**config.mk**
```make
export PLATFORM = sky130hd
export DESIGN_NAME = hdp_fsm
export DESIGN_NICKNAME = d
export VERILOG_FILES = /design/src/rtl/core/hdp_pkg.sv /design/src/rtl/core/hdp_fsm.sv
export SDC_FILE = /design/constraint.sdc
export NUM_CORES = 1
export LEC_CHECK = 0
export BUFFER_PORTS_ARGS = -buffer_cell sky130_fd_sc_hd__buf_2
export CORE_MARGIN = 4
export CORE_UTILIZATION = 40
export DETAILED_ROUTE_END_ITERATION = 10
export PLACE_DENSITY = 0.66
export SETUP_SLACK_MARGIN = 0.2
export SYNTH_ARGS = -nofsm -noshare
export SYNTH_HDL_FRONTEND = slang
export SYNTH_SLANG_ARGS = --single-unit
```
**constraint.sdc**
```tcl
create_clock -name clock -period 8.1 [get_ports clock]
set_input_delay 0.81 -clock clock [delete_from_list [all_inputs] [get_ports clock]]
set_output_delay 0.81 -clock clock [all_outputs]
set_load 0.01 [all_outputs]
```
**src/rtl/core/hdp_pkg.sv**
```systemverilog
// Shared types and constants for the hysteresis/debounce presence detector.
// No dependencies.
package hdp_pkg;

   localparam int ENERGY_W = 16;
   localparam int TIME_W   = 32;
   localparam int CSR_IDX_W  = 8;
   localparam int CSR_DATA_W = 32;

   // register indexes on the csr port
   localparam logic [CSR_IDX_W-1:0] CSR_OCC_LEVEL = CSR_IDX_W'(0);
   localparam logic [CSR_IDX_W-1:0] CSR_VAC_LEVEL = CSR_IDX_W'(1);
   localparam logic [CSR_IDX_W-1:0] CSR_OCC_HOLD  = CSR_IDX_W'(2);
   localparam logic [CSR_IDX_W-1:0] CSR_VAC_HOLD  = CSR_IDX_W'(3);

   localparam logic [ENERGY_W-1:0] OCC_LEVEL_RST = ENERGY_W'(50);
   localparam logic [ENERGY_W-1:0] VAC_LEVEL_RST = ENERGY_W'(30);
   localparam logic [TIME_W-1:0]   OCC_HOLD_RST  = TIME_W'(1000);
   localparam logic [TIME_W-1:0]   VAC_HOLD_RST  = TIME_W'(5000);

   typedef enum logic [1:0] {
      PH_VACANT   = 2'd0,
      PH_DEB_OCC  = 2'd1,
      PH_OCCUPIED = 2'd2,
      PH_DEB_VAC  = 2'd3
   } phase_type;

   typedef enum logic [2:0] {
      RSN_NONE        = 3'd0,
      RSN_ROSE        = 3'd1,
      RSN_FELL_IN_DEB = 3'd2,
      RSN_OCC_CONFIRM = 3'd3,
      RSN_DROPPED     = 3'd4,
      RSN_ROSE_IN_DEB = 3'd5,
      RSN_VAC_CONFIRM = 3'd6
   } reason_type;

   typedef struct packed {
      logic [ENERGY_W-1:0] occupied_level;
      logic [ENERGY_W-1:0] vacant_level;
      logic [TIME_W-1:0]   occupied_hold_ms;
      logic [TIME_W-1:0]   vacant_hold_ms;
   } cfg_type;

   typedef struct packed {
      logic [ENERGY_W-1:0] energy;
      logic [TIME_W-1:0]   now_ms;
   } sample_type;

   typedef struct packed {
      logic       present;
      phase_type  phase;
      reason_type reason;
   } result_type;

endpackage

```
**src/rtl/core/hdp_fsm.sv**
```systemverilog
// Presence state machine: phase, last change time and published flag.
// Depends on hdp_pkg.
module hdp_fsm import hdp_pkg::*; (
   input  logic       clock,
   input  logic       reset,
   input  logic       step,
   input  sample_type sample,
   input  cfg_type    cfg,
   output result_type result
);

   phase_type         phase_ff, phase_in;
   logic [TIME_W-1:0] change_time_ff, change_time_in;
   logic              present_ff, present_in;
   reason_type        reason;
   logic [TIME_W-1:0] elapsed;
   logic              occ_elapsed;
   logic              vac_elapsed;

   // wrapping difference: an earlier timestamp reads as a long wait
   assign elapsed     = sample.now_ms - change_time_ff;
   assign occ_elapsed = elapsed >= cfg.occupied_hold_ms;
   assign vac_elapsed = elapsed >= cfg.vacant_hold_ms;

   always_comb begin
      phase_in   = phase_ff;
      present_in = present_ff;
      reason     = RSN_NONE;
      unique case (phase_ff)
         PH_VACANT: begin
            if (sample.energy >= cfg.occupied_level) begin
               phase_in = PH_DEB_OCC;
               reason   = RSN_ROSE;
            end
         end
         PH_DEB_OCC: begin
            // fall-back wins over an elapsed hold
            if (sample.energy < cfg.occupied_level) begin
               phase_in = PH_VACANT;
               reason   = RSN_FELL_IN_DEB;
            end else if (occ_elapsed) begin
               phase_in   = PH_OCCUPIED;
               present_in = 1'b1;
               reason     = RSN_OCC_CONFIRM;
            end
         end
         PH_OCCUPIED: begin
            if (sample.energy <= cfg.vacant_level) begin
               phase_in = PH_DEB_VAC;
               reason   = RSN_DROPPED;
            end
         end
         PH_DEB_VAC: begin
            if (sample.energy > cfg.vacant_level) begin
               phase_in = PH_OCCUPIED;
               reason   = RSN_ROSE_IN_DEB;
            end else if (vac_elapsed) begin
               phase_in   = PH_VACANT;
               present_in = 1'b0;
               reason     = RSN_VAC_CONFIRM;
            end
         end
         default: ;
      endcase
      change_time_in = (phase_in != phase_ff) ? sample.now_ms : change_time_ff;
   end

   always_ff @(posedge clock) begin
      if (reset) begin
         phase_ff       <= PH_VACANT;
         change_time_ff <= '0;
         present_ff     <= 1'b0;
      end else if (step) begin
         phase_ff       <= phase_in;
         change_time_ff <= change_time_in;
         present_ff     <= present_in;
      end
   end

   assign result.present = present_in;
   assign result.phase   = phase_in;
   assign result.reason  = reason;

endmodule

```
==> qor.csv <==
stage;metric;value;unit
finish;layout cells sized above 1;19.5;%
synthesis;Async S/R FF share, synth;0;%
synthesis;adder-cell share of the synthesized area;28.0;%
die;Initial Utilization;41.1;%
worst_setup_path;Cell Chain, Critical Path;buf_2 -> inv_1 -> ha_1 -> inv_1 -> fa_1 -> a211oi_1 -> o21a_1 -> nor4_1 -> or2_2 -> a21oi_1 -> o21ai_0 -> o41ai_1 -> xnor2_1 -> ha_1 -> and4_4 -> nand2_2 -> or4_4 -> o211ai_2 -> o211ai_1 -> a22oi_1 -> buf_2;
worst_hold_path;min-delay src;present_ff$_SDFFE_PP0P_;
synthesis;syn avg cell area;7.53;um^2
die;Ports;153;
synthesis;count leader, synth;inv_1;
synthesis;Distinct cells, synth;64;
placed_design;IO buf count;152;
cts;Post-CTS Hold Fix Bufs;0;
sta;Worst Skew;0.00663;ns
sta;Slew headroom;28.6;%
sta;max-slew violation count;0;
detailed_routing;final wirelength;14700;um
power_and_ir_drop;Net Sw Power;386;uW
global_routing;first-pass GRT wire length;23600;um
cts;root buf cell;clkbuf_16;
die;die height;128;um
finish;fin cells;1086;
detailed_routing;first-pass detailed-route iteration total;5;
finish;final instance area;6710;um^2
synthesis;Yosys reg bits;35;
detailed_routing;residual DRC count;0;
worst_setup_path;delay-heaviest family, CP;compound AO/OA/AOI/OAI gates;
cts;CTS tree;built;
worst_setup_path;reg2reg start;change_time_ff[12]$_SDFFE_PP0P_;
synthesis;Synth Area in XOR/XNOR;4.57;%
finish;Final nets;1180;
power_and_ir_drop;worst vdd ir;0.0735;mV
synthesis;fraction of the mapped netlist area in simple logic gates;16.2;%
synthesis;post-synth top area share;27.7;%
placed_design;placed inst area;6550;um^2
power_and_ir_drop;LEAKAGE;3.64;nW
global_routing;GRT Max-Usage Layer;met2;
sta;unrepaired setup endpoints after global routing;no;
global_routing;vias in the first global route;5178;
sta;Min Clock Period, post-route;6.05;ns
global_routing;largest net degree at the start of global routing;67;
placed_design;DP HPWL;12700;um
placed_design;placed cells;1078;
synthesis;main combinational cell family by area after synthesis;adder cells;
synthesis;Synth area leader;ha_1;
worst_setup_path;Crit Path Max Fanout;4;
global_routing;M3 GR Usage;2.25;%
synthesis;number of enable flip-flop cells after synthesis;0;
detailed_routing;Vias;5495;
synthesis;Synth Area in Compound Gates;20.7;%
power_and_ir_drop;pwr dens;141;nW/um^2
synthesis;Area contributors post-synth;ha_1 (28%), dfxtp_1 (12%), inv_1 (9.3%);
cts;PostCTS Resize Cnt;0;
finish;area growth from synthesis to layout;16.7;%
cts;clock transition at the registers of the reported paths;0.06;ns
die;CORE AREA;14000;um^2
synthesis;Post-synth top flop;dfxtp_1;
cts;Clock Latency Late Sink;0.28;ns
detailed_routing;Via density;5.06;
worst_setup_path;Worst path slowest cell;or4_4;
sta;final setup vio count;0;
synthesis;Syn Nets;1038;
power_and_ir_drop;Clk pwr share;21.8;%
power_and_ir_drop;Sw Ratio;40.6;%
sta;Hold Vio Cnt, Final;0;
global_routing;total gr overflow;0;
worst_setup_path;Crit. End Element;primary output;
power_and_ir_drop;Comb pwr share;57.6;%
synthesis;sequential share of the synthesized area;12.2;%
die;Row Count;43;
worst_setup_path;crit path buf inv count;4;
worst_setup_path;Worst setup SP type;primary input;
synthesis;Mapped Area;5750;um^2
sta;final setup TNS;0;ns
sta;Final period util;74.7;%
worst_setup_path;Worst Setup SP;sample[0];
sta;f_max;165;MHz
synthesis;most common library cells after synthesis;inv_1 (143), ha_1 (127), nand2_1 (89), a21oi_1 (55), dfxtp_1 (35);
worst_setup_path;CP peak stage delay;0.56;ns
cts;CTS buffer count;5;
placed_design;RePlAce Congestion;0.908;
synthesis;Synth Instances;763;
finish;Antenna Cells;0;
detailed_routing;post-route ant nets;0;
detailed_routing;WL/cell;13.5;um
synthesis;mux share of post-synthesis cell area;5.75;%
power_and_ir_drop;Tot Pwr;949;uW
global_routing;M1 GR Usage;23.6;%
global_routing;initial antenna violation count;0;
worst_setup_path;Critical Path AT;5.24;ns
synthesis;Yosys Warn Count;0;
power_and_ir_drop;Seq pwr share;20.5;%
worst_setup_path;worst setup path class;primary input to primary output;
global_routing;GRT Util Overall;17.5;%
worst_setup_path;Worst EP required;7.29;ns
power_and_ir_drop;internal power consumption;563;uW
die;Die ar.;16300;um^2
worst_hold_path;class of the worst hold path;register to register;
die;Die Span X;128;um
sta;Least-Margin Pin Slew;1.07;ns
status;status;completed;
cts;Max clock buf depth;2;
detailed_routing;Initial DRC Count;228;
run;maxcap violations;0;
cts;Sink Count;35;
global_routing;met2 Track Usage GR;30.1;%
cts;Setup Fix Bufs, Post-CTS;0;
cts;H-tree depth;2;
## path summary, 6_finish.rpt
check	slack [ns]	end	depth (start not counted)
worst max-delay path	2.05	result[5]	21
worst max register to register	2.71	change_time_ff[12]$_SDFFE_PP0P_	19
worst min register to register	0.45	present_ff$_SDFFE_PP0P_	2
worst min-delay path	0.45	present_ff$_SDFFE_PP0P_	2
## cell type report
cell class | instances | area, um^2
repair buffers | 152 | 761
multi-input cells | 568 | 4330
well taps | 180 | 225
flip-flops and latches | 35 | 701
clock buffers | 8 | 156
fillers | 1431 | 7280
inverters | 143 | 537
## power groups by stage
stage / logic (mW) / registers [mW] / clock network, mW
detailed placement: 0.547 / 0.198 / 0
floorplan: 0.415 / 0.196 / 0
finish: 0.547 / 0.195 / 0.207
global route: 0.628 / 0.196 / 0.220
global placement: 0.544 / 0.198 / 0
CTS: 0.551 / 0.195 / 0.212
## through the flow
stage                     hold WS, ns  worst slack, ns  util (%)
final                           0.454             2.05      47.9
after global routing            0.480             1.68      47.9
after CTS                       0.458             1.97      47.9
after detailed placement        0.450             1.99      46.8
after global placement          0.444             2.03      46.8
after floorplan                 0.428             2.69         -
## layout by cell type, fill, tap and decap left out, drive strengths merged, types with 6 or more instances in the layout
cell type	n
o21a	8
nand3	13
nand2	90
o211ai	9
a211oi	10
mux2i	33
o21bai	10
o21ai	33
nor3	6
a21oi	56
ha	127
buf	152
and3	6
clkbuf	8
nand4	13
inv	143
nor2	32
xor2	7
a21o	18
xnor2	23
dfxtp	35
## routing by layer
| metal | part of all wire (%) | vias up | routed length [um] |
|---|---|---|---|
| li1 | - | 2931 | - |
| met5 | 0 | - | 0 |
| met1 | 47 | 2409 | 6950 |
| met3 | 5.7 | 8 | 837 |
| met2 | 46 | 147 | 6730 |
| met4 | 0.97 | 0 | 142 |
## cell families (layout without fill, tap and decap cells)
logic type | after synthesis | count (layout)
buffers and inverters | 160 | 303
XOR/XNOR | 30 | 30
multiplexers | 33 | 33
adder cells (fa/ha/maj) | 128 | 128
AO/OA/AOI/OAI | 181 | 181
flip-flops | 35 | 35
AND/OR/NAND/NOR | 196 | 196
## registers in the layout, indices dropped and copies added (netlist names)
register,count
change_time_ff,32
phase_ff,2
present_ff,1
## worst reg2reg max path, delay by kind of cell (launching register included)
| family | cells | cell delay (ns) |
|---|---|---|
| adders and majority gates | 2 | 0.65 |
| buffers and inverters | 1 | 0.05 |
| DFF | 1 | 0.33 |
| AOI/OAI and AO/OA | 9 | 2.71 |
| and+or+nand+nor | 5 | 1.02 |
| xor gates and xnor gates | 1 | 0.22 |
| muxes | 1 | 0.33 |
(Power assumes the default switching activity.)
