[src/rtl/core/hdp_pkg.sv]
// Shared types and constants for the hysteresis/debounce presence detector.
// No dependencies.
package hdp_pkg;

   localparam int ENERGY_W = 16;
   localparam int TIME_W   = 32;
   localparam int CSR_IDX_W  = 8;
   localparam int CSR_DATA_W = 32;

   // register indexes on the csr port
   localparam logic [CSR_IDX_W-1:0] CSR_OCC_LEVEL = CSR_IDX_W'(0);
   localparam logic [CSR_IDX_W-1:0] CSR_VAC_LEVEL = CSR_IDX_W'(1);
   localparam logic [CSR_IDX_W-1:0] CSR_OCC_HOLD  = CSR_IDX_W'(2);
   localparam logic [CSR_IDX_W-1:0] CSR_VAC_HOLD  = CSR_IDX_W'(3);

   localparam logic [ENERGY_W-1:0] OCC_LEVEL_RST = ENERGY_W'(50);
   localparam logic [ENERGY_W-1:0] VAC_LEVEL_RST = ENERGY_W'(30);
   localparam logic [TIME_W-1:0]   OCC_HOLD_RST  = TIME_W'(1000);
   localparam logic [TIME_W-1:0]   VAC_HOLD_RST  = TIME_W'(5000);

   typedef enum logic [1:0] {
      PH_VACANT   = 2'd0,
      PH_DEB_OCC  = 2'd1,
      PH_OCCUPIED = 2'd2,
      PH_DEB_VAC  = 2'd3
   } phase_type;

   typedef enum logic [2:0] {
      RSN_NONE        = 3'd0,
      RSN_ROSE        = 3'd1,
      RSN_FELL_IN_DEB = 3'd2,
      RSN_OCC_CONFIRM = 3'd3,
      RSN_DROPPED     = 3'd4,
      RSN_ROSE_IN_DEB = 3'd5,
      RSN_VAC_CONFIRM = 3'd6
   } reason_type;

   typedef struct packed {
      logic [ENERGY_W-1:0] occupied_level;
      logic [ENERGY_W-1:0] vacant_level;
      logic [TIME_W-1:0]   occupied_hold_ms;
      logic [TIME_W-1:0]   vacant_hold_ms;
   } cfg_type;

   typedef struct packed {
      logic [ENERGY_W-1:0] energy;
      logic [TIME_W-1:0]   now_ms;
   } sample_type;

   typedef struct packed {
      logic       present;
      phase_type  phase;
      reason_type reason;
   } result_type;

endpackage

[src/rtl/core/hdp_cfg.sv]
// Configuration register file: thresholds and hold times.
// Depends on hdp_pkg.
module hdp_cfg import hdp_pkg::*; (
   input  logic                  clock,
   input  logic                  reset,
   input  logic                  csr_write_en,
   input  logic [CSR_IDX_W-1:0]  csr_index,
   input  logic [CSR_DATA_W-1:0] csr_wdata,
   output cfg_type               cfg
);

   cfg_type cfg_ff;
   cfg_type cfg_in;

   always_comb begin
      cfg_in = cfg_ff;
      if (csr_write_en) begin
         unique case (csr_index)
            CSR_OCC_LEVEL: cfg_in.occupied_level   = csr_wdata[ENERGY_W-1:0];
            CSR_VAC_LEVEL: cfg_in.vacant_level     = csr_wdata[ENERGY_W-1:0];
            CSR_OCC_HOLD:  cfg_in.occupied_hold_ms = csr_wdata[TIME_W-1:0];
            CSR_VAC_HOLD:  cfg_in.vacant_hold_ms   = csr_wdata[TIME_W-1:0];
            default: ; // unmapped index, write dropped
         endcase
      end
   end

   always_ff @(posedge clock) begin
      if (reset) begin
         cfg_ff.occupied_level   <= OCC_LEVEL_RST;
         cfg_ff.vacant_level     <= VAC_LEVEL_RST;
         cfg_ff.occupied_hold_ms <= OCC_HOLD_RST;
         cfg_ff.vacant_hold_ms   <= VAC_HOLD_RST;
      end else begin
         cfg_ff <= cfg_in;
      end
   end

   assign cfg = cfg_ff;

endmodule

[config.mk]
export PLATFORM = sky130hd
export DESIGN_NAME = hdp_cfg
export DESIGN_NICKNAME = d
export VERILOG_FILES = /design/src/rtl/core/hdp_pkg.sv /design/src/rtl/core/hdp_cfg.sv
export SDC_FILE = /design/constraint.sdc
export NUM_CORES = 1
export LEC_CHECK = 0
export BUFFER_PORTS_ARGS = -buffer_cell sky130_fd_sc_hd__buf_4
export CAP_MARGIN = 20
export CORE_ASPECT_RATIO = 1.75
export CORE_MARGIN = 5
export CORE_UTILIZATION = 35
export CTS_CLUSTER_SIZE = 25
export DETAILED_ROUTE_END_ITERATION = 12
export HOLD_SLACK_MARGIN = 0.05
export PLACE_DENSITY = 0.69
export SYNTH_ARGS = -nofsm -noshare
export SYNTH_HDL_FRONTEND = slang
export SYNTH_SLANG_ARGS = --single-unit
[constraint.sdc]
create_clock -name clock -period 1.9 [get_ports clock]
set_clock_uncertainty 0.1 [all_clocks]
set_input_delay 0.095 -clock clock [delete_from_list [all_inputs] [get_ports clock]]
set_output_delay 0.095 -clock clock [all_outputs]
set_load 0.01 [all_outputs]
==> results of run 1 <==
==> logic make-up (layout without fill, tap and decap cells) <==
group         Yosys count  after routing  synth area share (%)
mux                    96             96                 24.52
buf+inv                27            195                 4.693
flops                  96             96                 49.04
simple gates          146            146                 21.74
==> metrics by stage <==
step / std cells / area (sq um)
2_1_floorplan: 365 / 3919
3_3_place_gp: 617 / 5051
3_5_place_dp: 617 / 5051
4_1_cts: 665 / 5680
5_1_grt: 665 / 5680
6_report: 665 / 5680
==> worst reg2reg max path: cells and delay by family (launching register included) <==
family | cells | cell delay (ns)
AND/OR/NAND/NOR | 1 | 0.07
multiplexers | 1 | 0.14
flip-flops | 1 | 0.38
==> placed cells by master, fill, tap and decap left out, types with 2 or more instances in the layout <==
cell type and instances:
clkbuf_16 9, mux2i_1 96, buf_12 4, clkinv_4 2, dlygate4sd3_1 32, nand2b_1 110, nor2_1 28, buf_4 142
clkbuf_8 2, dfxtp_1 96
==> cell type report <==
cell class / count / area [sq um]
Timing Repair Buffer: 178 / 1466
Multi-Input combinational cell: 242 / 1814
Clock buffer: 12 / 256.5
Sequential cell: 96 / 1922
Fill cell: 984 / 5359
Clock inverter: 4 / 52.55
Inverter: 1 / 3.754
Tap cell: 132 / 165.2
==> layer usage <==
layer  global-route usage, %  up-vias
li1                        -     1530
met1                   15.08     1462
met2                   28.45       84
met3                   3.974       15
met4                   7.601        0
met5                       0        -
==> report_power, final <==
part	internal [mW]	leakage, nW	switching [mW]
clock	1.09	0.153	0.745
sequential	2.01	0.774	0.00151
combinational	0.160	1.94	0.101
==> final timing paths <==
path                             start              endpoint  depth (start not counted)
hold reg to reg   cfg[29]$_SDFFE_PP0P_  cfg[29]$_SDFFE_PP0P_                          2
setup reg to reg  cfg[92]$_SDFFE_PP0P_  cfg[92]$_SDFFE_PP0P_                          2
setup / recovery          csr_index[6]  cfg[39]$_SDFFE_PP1P_                          5
hold / removal                   reset  cfg[38]$_SDFFE_PP1P_                          3
==> metrics.md, run 1 <==
| Metric | Value |
|---|---|
| Max reg flops | 96 |
| Area of the die | 13,500 sq um |
| Max Cap Viol | 0 |
| Hold WC Path Type | in2reg |
| Place WS | 0.05230 ns |
| Net count after synthesis | 408 |
| Synthesis-to-layout area growth | 44.96% |
| Crit. End Element | flop |
| EDFF count, synth | 0 |
| Arrival time worst endpoint | 1.63 ns |
| Via count | 3,091 |
| Post-CTS setup buffer count | 0 |
| Synthesis Warnings | 0 |
| Antenna viol nets, final | 0 |
| Initial antenna violation count | 0 |
| Crit-path slowest cell | or4b_1 |
| Row Count | 51 |
| Synth cell count leaders | nand2b_1, dfxtp_1, mux2i_1 |
| Clk_lat worst skew | 0.33 ns |
| Most frequent cell after synthesis | nand2b_1 |
| First-pass GRT wire length | 16.34 mm |
| Wirelength per Cell | 15.54 um |
| Synth area leaders | dfxtp_1, mux2i_1, nand2b_1, nor2_1, buf_12 |
| Buf+Inv Stages, Crit Path | 2 |
| Worst Tran Pin Value | 0.5960 ns |
| Starting Density | 35.50% |
| Leading area contributor after synthesis | dfxtp_1 |
| Total power draw | 4.116 mW |
| Req. time, crit path | 2.02 ns |
| Antenna diodes | 0 |
| Peak VDD IR | 0.5355 mV |
| DR pass1 iterations | 4 |
| Startpoint Class | input port |
| Max layer used | met4 |
| Total GRT Usage | 15.12% |
| Worst Hold Margin | 0.1405 ns |
| Cells after synthesis | 365 |
| # port buffers | 138 |
| Metal1 wirelength | 3.909 mm |
| Delay of the slowest cell on the worst path | 0.53 ns |
| Final Slew Violations | 0 |
| Yosys cell types | 17 |
| Pin count of the biggest net entering global routing | 48 |
| Syn_area_per_cell | 10.74 sq um |
| CTS Hold Bufs | 32 |
| RD Place Congestion | 0.7448 |
| Min cycle time layout | 1.513 ns |
| Top cell type's share of synthesized area | 49.04% |
| Die Ht | 150.0 um |
| CTS tree | done |
| WL met2 | 5.630 mm |
| Reg-to-reg slack, setup | 1.15 ns |
| Drt drc | 0 |
| Critical path class | in2reg |
| CTS Buf Count | 9 |
| Clock-pin slew on the worst setup and hold paths | 0.07 ns |
| Final setup fails | 0 |
| Vias/cell | 4.648 |
| Layout cells sized above 1 | 30.39% |
| RSZ-0062 raised after global routing | false |
| TritonCTS sink count | 96 |
| Final wirelength | 10.34 mm |
| Slew headroom | 60.27% |
| Core ar. | 11,040 sq um |
| Sequential share of the synthesized area | 49.04% |
| Outcome | completed |
| Die X | 89.99 um |
| Post-layout util | 51.46% |
| Synth Register Bits | 96 |
| Worst path cell trace | buf_4 > or4b_1 > or3_2 > buf_12 > mux2i_1 |
| Final WS setup | 0.3872 ns |
| Final nets | 571 |
| Final count of hold timing violations | 0 |
| Remaining global-route overflow | 0 |
| Met3 WL | 533 um |
| CTS Root Buffer Type | clkbuf_16 |
| Via count of the first global-routing pass | 3,263 |
| CTS H-Tree Depth | 3 |
| P per Cell Area | 724.7 nW/um^2 |
| Final period util | 79.62% |
| Total Neg Setup Slack | 0 ns |
| Clock Tree Buf Depth | 2 |
| HPWL Detailed | 7.176 mm |
| Num ports | 139 |
| Crit-path leading delay family | simple AND/OR/NAND/NOR gates |
| Synth Cell Area | 3919 sq um |
| Post-synth top flop | dfxtp_1 |
| Async set or reset register ratio after synthesis | 0% |
| Crit-path max FO | 32 |
| Drt initial violations | 68 |
| Fmax | 0.6610 GHz |
| Leak | 2.871 nW |
| PostCTS Resize Cnt | 0 |
(Power assumes the default switching activity.)
==> run 2: changes to the inputs <==
- PLACE_DENSITY: 0.69 -> 0.71
- clock period: 1.9 -> 1.3 ns (I/O delays scaled with it)
==> metrics.md, run 2 (synthesized netlist as in run 1, its figures left out) <==
| Metric | Value |
|---|---|
| DR pass1 iterations | 4 (unchanged) |
| First-pass GRT wire length | 15.97 mm (-2.3%) |
| RSZ-0062 raised after global routing | true |
| Clock Tree Buf Depth | 2 (unchanged) |
| Sw Ratio | 20.97% (+0.39 points) |
| Row Count | 51 (unchanged) |
| Via count | 3,032 (-1.9%) |
| Delay of the slowest cell on the worst path | 0.52 ns (about the same) |
| Multi-input gate area | 1834 sq um (+1.1%) |
| Max reg flops | 96 (unchanged) |
| Layout cells sized above 1 | 31.59% (+1.2 points) |
| Final nets | 574 (+0.53%) |
| Final period util | 100.7% |
| TritonCTS sink count | 96 (unchanged) |
| Switching Power | 1.256 mW (+48%) |
| FILL cells | 1,016 (+3.3%) |
| Clk_lat worst skew | 0.33 ns (about the same) |
| Hold WC Path Type | in2reg |
| CTS Root Buffer Type | clkbuf_16 |
| Clock group share of total power | 44.4% (-0.3 points) |
| Die Ht | 150.0 um (unchanged) |
| Most frequent cells in the layout | buf_4, nand2b_1, dfxtp_1 |
| Area occupied by registers | 1922 sq um (unchanged) |
| Via count of the first global-routing pass | 3,147 (-3.6%) |
| Core ar. | 11,040 sq um (unchanged) |
| Max Cap Viol | 0 (unchanged) |
| Req. time, crit path | 1.42 ns (-0.60 ns) |
| Starting Density | 35.50% (unchanged) |
| Final Slew Violations | 0 (unchanged) |
| CTS H-Tree Depth | 3 (unchanged) |
| Synthesis-to-layout area growth | 46.55% |
| Place WS | -0.5155 ns (-0.5678 ns) |
| Slew headroom | 75.39% (+15 points) |
| Initial antenna violation count | 0 (unchanged) |
| Worst path cell trace | buf_6 > or4b_4 > or3_4 > buf_12 > mux2i_1 |
| Worst Hold Margin | 0.1351 ns (-0.005381 ns) |
| Crit-path max FO | 16 (-50%) |
| # port buffers | 138 (unchanged) |
| RD Place Congestion | 0.7624 (+2.4%) |
| Die X | 89.99 um (unchanged) |
| Peak VDD IR | 0.6832 mV (+28%) |
| Total GRT Usage | 14.74% (-0.37 points) |
| Gate power share | 6.5% (+0.2 points) |
| Final setup fails | 9 (+9) |
| Commonest non-fill, non-tap cell in the layout | buf_4 |
| Drt drc | 0 (unchanged) |
| HPWL Detailed | 7.040 mm (-1.9%) |
| Vias/cell | 4.546 (-2.2%) |
| Sequential share of power | 49.2% (+0.2 points) |
| Remaining global-route overflow | 0 (unchanged) |
| Drt initial violations | 70 (+2.9%) |
| CTS Buf Count | 9 (unchanged) |
| DP Area | 5054 sq um (about the same) |
| Total power draw | 5.989 mW (+45%) |
| Wirelength per Cell | 15.06 um (-3.1%) |
| Final wirelength | 10.04 mm (-2.8%) |
| Final count of hold timing violations | 0 (unchanged) |
| Outcome | complete, but fails checks |
| CTS tree | done |
| P_int | 4.733 mW (+45%) |
| Final WS setup | -0.009473 ns (-0.3966 ns) |
| Worst Tran Pin Value | 0.3640 ns (-0.2320 ns) |
| Leak | 2.890 nW (+0.68%) |
| Area of the die | 13,500 sq um (unchanged) |
| Post-Layout Cell Count | 667 (+0.30%) |
| Num ports | 139 (unchanged) |
| Fmax | 0.7637 GHz |
| Pin count of the biggest net entering global routing | 71 (+48%) |
| Clock-pin slew on the worst setup and hold paths | 0.07 ns (about the same) |
| Crit. End Element | flop |
| Critical path class | in2reg |
| Design area | 5743 sq um (+1.1%) |
| Antenna diodes | 0 (unchanged) |
| Antenna viol nets, final | 0 (unchanged) |
| Min cycle time layout | 1.309 ns |
| Post-placement cell count | 619 (+0.32%) |
| Startpoint Class | input port |
| Crit-path slowest cell | or4b_4 |
| Failing checks | negative setup slack |
| P per Cell Area | 1043 nW/um^2 (+44%) |
| Arrival time worst endpoint | 1.43 ns (-0.20 ns) |
run 2: changes by cell type in the layout (fill, tap and decap cells not counted), sizes merged:
cell      before  now
inv            1    3
buf          146  149
clkbuf        12   10
clkinvlp       0    1
clkinv         3    1
run 2: through the flow:
stage	util (%)	setup TNS [ns]
2_1_floorplan	-	-10.95
3_3_place_gp	45.78	-24.41
3_5_place_dp	45.78	-26.57
4_1_cts	51.81	0
5_1_grt	52.02	-0.7907
6_report	52.02	-0.03266
run 2: worst max-delay path, delay by kind of cell:
family	cells	cell delay, ns
AND/OR/NAND/NOR	2	0.95
buffers and inverters	2	0.27
multiplexers	1	0.13
run 2: path summary, 6_finish.rpt:
check                       start                    to  slack [ns]  cells past startpoint
max reg2reg   cfg[3]$_SDFFE_PP1P_   cfg[3]$_SDFFE_PP1P_        0.55                      2
max                  csr_index[6]  cfg[61]$_SDFFE_PP0P_      -0.009                      5
min                  csr_index[1]  cfg[95]$_SDFFE_PP0P_        0.14                      4
min reg2reg  cfg[78]$_SDFFE_PP0P_  cfg[78]$_SDFFE_PP0P_        0.37                      2
run 2: layout make-up:
class	instances	share of cell area [%]
clock inverters	5	1.111
clock buffers	10	4.161
inverters	1	0.06536
repair buffers	181	26.38
multi-input cells	242	31.94
flip-flops and latches	96	33.46
well taps	132	2.876
run 2: power by group through the flow:
stage / Clock, mW / Sequential (mW) / Combinational (mW)
2_1_floorplan: 0 / 3.01 / 0.151
4_1_cts: 2.74 / 2.94 / 0.387
6_report: 2.66 / 2.95 / 0.387
3_5_place_dp: 0 / 3.01 / 0.305
5_1_grt: 2.88 / 2.94 / 0.421
3_3_place_gp: 0 / 3.01 / 0.300
run 2: what timing repair did:
item | in CTS | in global routing
hold buffers | 32 | 0
cloned | 1 | 0
hold endpoints to repair | 95 | 0
endpoints found under the setup margin | 39 | 48
gates resized for setup | 5 | 6
setup buffers | 0 | 0
pin swaps | 1 | 0
run 2: per-layer routing:
layer	part of all wire (%)	wire length, um	global-route usage, %
met1	40	3977	16.56
met3	5.2	523	3.873
met4	3.5	347	7.452
met2	52	5195	25.55
met5	0	0	0
